===== config.mk =====
export PLATFORM = sky130hd
export DESIGN_NAME = mcl_ctrl
export DESIGN_NICKNAME = d
export VERILOG_FILES = /design/src/sv/mcl_pkg.sv /design/src/sv/mcl_ctrl.sv
export SDC_FILE = /design/constraint.sdc
export NUM_CORES = 1
export LEC_CHECK = 0
export ABC_AREA = 1
export BUFFER_PORTS_ARGS = -buffer_cell sky130_fd_sc_hd__buf_4
export CAP_MARGIN = 20
export CORE_UTILIZATION = 40
export CTS_CLUSTER_SIZE = 20
export DETAILED_ROUTE_END_ITERATION = 8
export HOLD_SLACK_MARGIN = 0.15
export MAX_ROUTING_LAYER = met4
export PLACE_DENSITY = 0.58
export SLEW_MARGIN = 25
export SYNTH_ARGS = -nofsm -noshare
export SYNTH_HDL_FRONTEND = slang
export SYNTH_SLANG_ARGS = --single-unit
export TNS_END_PERCENT = 30

===== constraint.sdc =====
create_clock -name i_clk -period 8.7 [get_ports i_clk]
set_input_delay 1.305 -clock i_clk [delete_from_list [all_inputs] [get_ports i_clk]]
set_output_delay 1.305 -clock i_clk [all_outputs]
set_load 0.02 [all_outputs]

===== src/sv/mcl_pkg.sv =====
`default_nettype none

package mcl_pkg;

    localparam int MAX_SAMPLES_DEF = 16384;
    localparam int SHIFT_BITS      = 12;
    localparam logic [7:0] TIMEOUT_LIMIT_RESET = 8'd50;

    localparam int READ_INDEX_W = 14;
    localparam int IN_TDATA_W   = 56;
    localparam int OUT_TDATA_W  = 136;

    typedef enum logic [2:0] {
        ACT_START   = 3'd0,
        ACT_SAMPLE  = 3'd1,
        ACT_TIMEOUT = 3'd2,
        ACT_STOP    = 3'd3,
        ACT_ABORT   = 3'd4,
        ACT_READ    = 3'd5
    } t_action;

    typedef enum logic [3:0] {
        ST_IGNORED      = 4'd0,
        ST_STARTED      = 4'd1,
        ST_STORED       = 4'd2,
        ST_STORED_FULL  = 4'd3,
        ST_TIMEOUT      = 4'd4,
        ST_FINISHED     = 4'd5,
        ST_ALREADY_DONE = 4'd6,
        ST_NOT_RECORD   = 4'd7,
        ST_ERROR        = 4'd8,
        ST_READ_DATA    = 4'd9
    } t_status;

    typedef enum logic [1:0] {
        FLT_NONE    = 2'd0,
        FLT_EMPTY   = 2'd1,
        FLT_TIMEOUT = 2'd2,
        FLT_ABORTED = 2'd3
    } t_fault;

    // Everything the output stage needs from one processed word.
    typedef struct packed {
        t_status            status;
        logic [1:0]         phase;
        t_fault             fault;
        logic               rd_sel;
        logic signed [15:0] sample;
        logic [14:0]        total;
        logic [14:0]        peak;
        logic [31:0]        timeouts;
        logic [29:0]        sq;
        logic               sum_clr;
        logic               sum_add;
    } t_stage;

endpackage

`default_nettype wire


===== src/sv/mcl_ctrl.sv =====
`default_nettype none

module mcl_ctrl #(
    parameter int MAX_SAMPLES = mcl_pkg::MAX_SAMPLES_DEF,
    parameter int AW          = $clog2(mcl_pkg::MAX_SAMPLES_DEF)
) (
    input  wire logic                i_clk,
    input  wire logic                i_rst_n,
    input  wire logic                i_cfg_wr_en,
    input  wire logic [7:0]          i_cfg_wr_data,
    input  wire logic                i_adv,
    input  wire logic                i_accept,
    input  wire logic [2:0]          i_action,
    input  wire logic signed [31:0]  i_raw_word,
    input  wire logic [mcl_pkg::READ_INDEX_W-1:0] i_read_index,
    output logic                     o_stg_valid,
    output mcl_pkg::t_stage          o_stg,
    output logic                     o_wr_en,
    output logic [AW-1:0]            o_wr_addr,
    output logic [15:0]              o_wr_data,
    output logic                     o_rd_en,
    output logic [AW-1:0]            o_rd_addr
);

    import mcl_pkg::*;

    localparam int CW   = $clog2(MAX_SAMPLES + 1);
    localparam int CMPW = (CW > READ_INDEX_W) ? CW : READ_INDEX_W;
    localparam logic [CW-1:0]   COUNT_MAX = CW'(MAX_SAMPLES);
    localparam logic [CMPW-1:0] CMP_MAX   = CMPW'(MAX_SAMPLES);

    typedef enum logic [1:0] {
        PH_READY     = 2'd0,
        PH_RECORDING = 2'd1,
        PH_FINISHED  = 2'd2,
        PH_ERROR     = 2'd3
    } t_phase;

    t_phase      r_phase,    n_phase;
    t_fault      r_fault,    n_fault;
    logic [CW-1:0] r_count,  n_count;
    logic [14:0] r_peak,     n_peak;
    logic [31:0] r_timeouts, n_timeouts;
    logic [7:0]  r_in_row,   n_in_row;
    logic [7:0]  r_limit;
    logic        r_stg_valid;
    t_stage      r_stg,      n_stg;

    logic signed [31:0] shifted;
    logic signed [15:0] conv;
    logic        [15:0] neg;
    logic        [14:0] mag;
    logic        [CMPW-1:0] ridx_ext;
    logic        [CMPW-1:0] count_ext;
    logic        wr_en;
    logic        rd_en;

    // Shift, saturate to 16 bits, and fold -32768 onto the largest magnitude.
    always_comb begin
        shifted = i_raw_word >>> SHIFT_BITS;
        if (shifted > 32'sd32767) begin
            conv = 16'sh7fff;
        end else if (shifted < -32'sd32768) begin
            conv = 16'sh8000;
        end else begin
            conv = shifted[15:0];
        end
        neg = 16'(-conv);
        if (conv == 16'sh8000) begin
            mag = 15'h7fff;
        end else if (conv[15]) begin
            mag = neg[14:0];
        end else begin
            mag = conv[14:0];
        end
    end

    assign ridx_ext  = CMPW'(i_read_index);
    assign count_ext = CMPW'(r_count);

    always_comb begin
        n_phase    = r_phase;
        n_fault    = r_fault;
        n_count    = r_count;
        n_peak     = r_peak;
        n_timeouts = r_timeouts;
        n_in_row   = r_in_row;
        wr_en      = 1'b0;
        rd_en      = 1'b0;

        n_stg         = '0;
        n_stg.status  = ST_IGNORED;
        n_stg.sq      = 30'(mag) * 30'(mag);

        unique case (i_action)
            ACT_START: begin
                n_count       = '0;
                n_peak        = '0;
                n_timeouts    = '0;
                n_in_row      = '0;
                n_fault       = FLT_NONE;
                n_phase       = PH_RECORDING;
                n_stg.sum_clr = 1'b1;
                n_stg.status  = ST_STARTED;
            end
            ACT_SAMPLE: begin
                if (r_phase == PH_RECORDING && r_count < COUNT_MAX) begin
                    n_in_row      = '0;
                    wr_en         = 1'b1;
                    n_count       = r_count + 1'b1;
                    n_stg.sample  = conv;
                    n_stg.sum_add = 1'b1;
                    if (mag > r_peak) begin
                        n_peak = mag;
                    end
                    if (n_count == COUNT_MAX) begin
                        n_phase      = PH_FINISHED;
                        n_stg.status = ST_STORED_FULL;
                    end else begin
                        n_stg.status = ST_STORED;
                    end
                end
            end
            ACT_TIMEOUT: begin
                if (r_phase == PH_RECORDING) begin
                    n_timeouts = r_timeouts + 1'b1;
                    if (r_in_row >= r_limit) begin
                        n_phase      = PH_ERROR;
                        n_fault      = FLT_TIMEOUT;
                        n_stg.status = ST_ERROR;
                    end else begin
                        n_in_row     = r_in_row + 1'b1;
                        n_stg.status = ST_TIMEOUT;
                    end
                end
            end
            ACT_STOP: begin
                if (r_phase == PH_FINISHED) begin
                    n_stg.status = ST_ALREADY_DONE;
                end else if (r_phase != PH_RECORDING) begin
                    n_stg.status = ST_NOT_RECORD;
                end else if (r_count == '0) begin
                    n_phase      = PH_ERROR;
                    n_fault      = FLT_EMPTY;
                    n_stg.status = ST_ERROR;
                end else begin
                    n_phase      = PH_FINISHED;
                    n_stg.status = ST_FINISHED;
                end
            end
            ACT_ABORT: begin
                n_phase      = PH_ERROR;
                n_fault      = FLT_ABORTED;
                n_stg.status = ST_ERROR;
            end
            ACT_READ: begin
                if (ridx_ext < count_ext && ridx_ext < CMP_MAX) begin
                    rd_en        = 1'b1;
                    n_stg.rd_sel = 1'b1;
                    n_stg.status = ST_READ_DATA;
                end
            end
            default: begin
            end
        endcase

        n_stg.phase    = n_phase;
        n_stg.fault    = n_fault;
        n_stg.total    = 15'(n_count);
        n_stg.peak     = n_peak;
        n_stg.timeouts = n_timeouts;
    end

    always_ff @(posedge i_clk) begin
        if (!i_rst_n) begin
            r_phase     <= PH_READY;
            r_fault     <= FLT_NONE;
            r_count     <= '0;
            r_peak      <= '0;
            r_timeouts  <= '0;
            r_in_row    <= '0;
            r_limit     <= TIMEOUT_LIMIT_RESET;
            r_stg_valid <= 1'b0;
        end else begin
            if (i_cfg_wr_en) begin
                r_limit <= i_cfg_wr_data;
            end
            if (i_adv) begin
                r_stg_valid <= i_accept;
            end
            if (i_accept) begin
                r_phase    <= n_phase;
                r_fault    <= n_fault;
                r_count    <= n_count;
                r_peak     <= n_peak;
                r_timeouts <= n_timeouts;
                r_in_row   <= n_in_row;
            end
        end
    end

    always_ff @(posedge i_clk) begin
        if (i_accept) begin
            r_stg <= n_stg;
        end
    end

    assign o_stg_valid = r_stg_valid;
    assign o_stg       = r_stg;
    assign o_wr_en     = i_accept && wr_en;
    assign o_wr_addr   = r_count[AW-1:0];
    assign o_wr_data   = conv;
    assign o_rd_en     = i_accept && rd_en;
    assign o_rd_addr   = ridx_ext[AW-1:0];

endmodule

`default_nettype wire


## Word level (Yosys, flattened, before mapping)

Index checks and enable logic that the tools add are counted.

- Add/sub/neg operators: 4
- $mul: 1
- Magnitude comparators: 7
- Equal/unequal tests: 13
- Muxes and demuxes: 43
- Reductions and logical operators: 9

Operators by type and width:

| cell | number |
|---|---|
| $mux 15 | 5 |
| $pmux 32 s2 | 1 |
| $pmux 15 s2 | 2 |
| $add 32x1->32 const B | 1 |
| $mux 16 | 2 |
| $mux 32 | 1 |
| $mul 15x15->30 | 1 |
| $mux 4 | 7 |
| $mux 8 | 3 |
| $pmux 4 s6 | 1 |
| $pmux 8 s3 | 1 |
| $mux 2 | 11 |
| $gt 20x16->1 const B | 1 |
| $lt 20x16->1 const B | 1 |
| $eq 16x16->1 const B | 1 |
| $add 15x1->15 const B | 1 |
| $eq 15x15->1 const B | 1 |
| $gt 15x15->1 | 1 |
| $logic_not 15->1 | 1 |
| $lt 14x15->1 | 1 |
| $lt 14x15->1 const B | 1 |
| $lt 15x15->1 const B | 1 |
| $neg 15->15 | 1 |
| $pmux 2 s5 | 1 |
| other kinds (16) | 29 |

- Flip-flop bits (word level): 202
- Input port bits: 62
- Output and inout port bits: 166
- Word-level logic and storage cells: 96

## Logic depth before layout (Yosys ltp)

- Depth after elaboration: 10
- Gate-level depth with buffers: 40
- Mapped depth without buffers: 39

## Worst setup path before layout

Ideal clock, no wire load.

- Kind: input to register
- Start: in i_raw_word[29]
- End: reg r_stg (netlist bit o_stg[28]), data pin
- Setup time: 0.260 ns
- Data arrival time: 7.780 ns
- Data required time: 8.440 ns
- Setup slack: 0.660 ns
- Cell stages on the path: 32
- Buffers on the path: 3
- Cells stage by stage: nor2_1 > nand2_1 > nand2_4 > buf_6 > nand2_1 > inv_2 > ha_1 > nand4_1 > nor2_4 > nand2_8 > buf_6 > nand2_2 > buf_2 > nand2_1 > fa_1 > fa_1 > inv_1 > fa_1 > inv_1 > fa_1 > fa_1 > fa_1 > inv_1 > ha_1 > nand2_1 > nor4_1 > nand4_1 > nand3_1 > a21o_1 > nand3_1 > nand2_1 > xor2_1

RTL lines:

| what | line | RTL |
|---|---|---|
| from (decl) | mcl_ctrl.sv:14 | `input wire logic signed [31:0] i_raw_word,` |
| to (signal assigned) | mcl_ctrl.sv:204 | `r_stg <= n_stg;` |
| to (decl) | mcl_ctrl.sv:47 | `t_stage r_stg, n_stg;` |

==> impl_results.md <==
- Mapped Nets: 2409
- Commonest non-fill, non-tap cell in the layout: inv_1
- Final hold vios: 0
- Yosys reg bits: 201
- Synth Area in Simple Gates: 0.176
- Die width: 208 um
- Clk pin slew, worst setup/hold paths: 0.06 ns
- WS Path Type: primary input to flop
- Initial Util: 0.406
- Worst-margin pin slew: 0.964 ns
- CTS Buf Count: 23
- I/O Buffers: 214
- Worst hold-check path type: flop to flop
- Seq/Total Area, Yosys: 0.307
- Outcome: complete, but fails checks
- Crit path DAT: 8.53 ns
- Placed cells: 2782
- Worst path max stage delay: 0.53 ns
- H-tree depth: 1
- Drt pass-1 iters: 9
- Global route overflow: 0
- Mux share of post-synthesis cell area: 0
- I/O pin count: 228
- Worst EP required: 8.98 ns
- Post-synth ARST share: 0
- Slew headroom: 0.354
- Max Freq: 121 MHz
- Die area: 43300 um^2
- Pin count of the biggest net entering global routing: 97
- Worst Skew: 0.0245 ns
- Clock Sinks: 201
- CTS Buffer Depth: 3
- Root buffer cell: clkbuf_16
- DRT Wirelength: 45.2 mm
- Post-DP HPWL: 35.1 mm
- Die Y: 208 um
- Gpl congestion: 0.919
- Failing checks: DRC
- First-pass GRT wire length: 74.7 mm
- Post-route ant nets: 0
- Setup Viol. Count Final: 0
- Max cap viols: 0
- Vias in the first global route: 14400
- Dominant synthesized flop cell: edfxtp_1
- Std-Cell Rows: 75
- Compound-Gate Fraction of Synth Area: 0.105
- Syn Inst Count: 2079
- Share of cells above drive strength 1: 0.148
- Via count: 14300
- Startpoint types: primary input
- CTS tree: yes
- Xor and xnor area share after synthesis: 0.0279
- Postcts setup bufs: 0
- Tcrit/Tclk final: 0.948
- Area leader, netlist: edfxtp_1
- Clock latency on the worst-skew pair: 0.55 ns
- Synth warn: 0
- Hold slack final: 0.466 ns
- Synth Area in Adders: 0.258
- Critical Path Sink Type: flop
- Yosys cell types: 51
- Syn_area_per_cell: 8.16 um^2
- Top cell type's share of synthesized area: 0.209
- Fin nets: 2598
- Largest family of logic cells by synthesized area: adder cells
- Slew Viols, Final: 0
- Area Overhead vs Synth: 17.3%
- Area of the mapped netlist: 17000 um^2
- Post-synth EDFFs: 118
- RSZ-0062 raised after global routing: false
- Final Critical Period: 8.25 ns
- Core area: 41900 um^2
- Crit-path most repeated cell: nand2_1
- Total GRT Usage: 0.220
- DR vias/cell: 5.06
- Initial DRC Count: 709
- DRC: 4
- Antenna violations before repair: 0
- Hold_buf cts: 0
- Most frequent cells in the layout: inv_1 (417), nand2_1 (373), buf_4 (243)
- Most area-consuming cells after synthesis: edfxtp_1 (21%), fa_1 (16%), dfxtp_1 (9.8%)
- CP max FO: 11
- WL/cell: 16.0 um
- Slowest CP cell: fa_1
- Finished Layout Cells: 2825
[kinds of logic after synthesis]
logic type	count (synthesis)
AO/OA/AOI/OAI	331
XOR/XNOR	54
adder cells (fa/ha/maj)	268
buffers and inverters	530
flip-flops	201
other	1
AND/OR/NAND/NOR	694
[synth_stat cells, types with 3 or more instances]
| library cell | count |
|---|---|
| o21ai_1 | 6 |
| inv_2 | 27 |
| xnor2_1 | 11 |
| a21oi_1 | 161 |
| nor4_1 | 5 |
| nor2_1 | 149 |
| nand4_1 | 25 |
| ha_1 | 131 |
| o21bai_1 | 8 |
| o31ai_1 | 3 |
| buf_6 | 3 |
| o21ai_0 | 112 |
| nand3_1 | 88 |
| xor2_1 | 43 |
| nor3_1 | 28 |
| nand2_1 | 373 |
| o211ai_1 | 5 |
| buf_4 | 36 |
| a21o_1 | 5 |
| inv_1 | 418 |
| clkinv_1 | 3 |
| nor3b_1 | 3 |
| buf_1 | 7 |
| edfxtp_1 | 118 |
| buf_2 | 6 |
| fa_1 | 137 |
| nand2_4 | 3 |
| dfxtp_1 | 83 |
| clkbuf_1 | 30 |
| a22oi_1 | 3 |
| a211oi_1 | 4 |
| o22ai_1 | 13 |
| nor2_4 | 3 |
| nand2_2 | 3 |
| nand3_2 | 3 |
[critical path: cells and delay by family]
family	cells	cell delay, ns
xor+xnor	1	0.06
buf+inv	6	0.63
fa+ha+maj	8	3.61
simple gates	18	2.91
[state kept, by name, summed over array words and instances, names as in the netlist]
name         count
count_ext       15
o_stg          118
o_stg_valid      1
r_fault          2
r_in_row         8
r_limit          8
r_peak          15
r_phase          2
r_timeouts      32
[stage by stage]
stage,worst slack (ns),utilization,area (um^2),TNS (ns)
6_report,0.449,0.476,19900,0
5_1_grt,0.00103,0.476,19900,0
4_1_cts,0.553,0.475,19900,0
3_5_place_dp,-0.0159,0.455,19100,-0.0195
3_3_place_gp,0.0492,0.455,19100,0
2_1_floorplan,0.660,-,17000,0
[layer usage]
| metal | vias to the layer above | part of all wire | routed length [um] | global-route usage |
|---|---|---|---|---|
| met5 | - | 0 | 0 | - |
| met4 | 0 | 0.022 | 983 | 0.0605 |
| met3 | 66 | 0.061 | 2750 | 0.0263 |
| met2 | 434 | 0.48 | 21600 | 0.364 |
| met1 | 6838 | 0.44 | 19800 | 0.285 |
| li1 | 6960 | - | - | - |
[worst paths after layout]
check,start,endpoint,slack (ns),cells past startpoint
hold reg to reg,r_limit[7],r_limit[7],0.47,2
setup reg to reg,r_phase[0],count_ext[9],5.50,8
setup / recovery,i_raw_word[29],o_stg[29],0.45,33
hold / removal,r_limit[7],r_limit[7],0.47,2
[area by class of cell]
cell class,count,area [um^2]
flip-flops and latches,201,5200
clock buffers,25,626
inverters,448,1680
multi-input cells,1348,9620
diodes,1,2.50
repair buffers,246,1880
clock inverters,17,224
well taps,539,674
fillers,4127,21900
[timing repair]
item,in CTS,in global routing
gates resized for setup,0,1
endpoints found under the hold margin,0,0
setup endpoints to repair,0,2
Power is not shown: default switching activity piles up to over one toggle a cycle in this logic, so the estimate is an artifact.
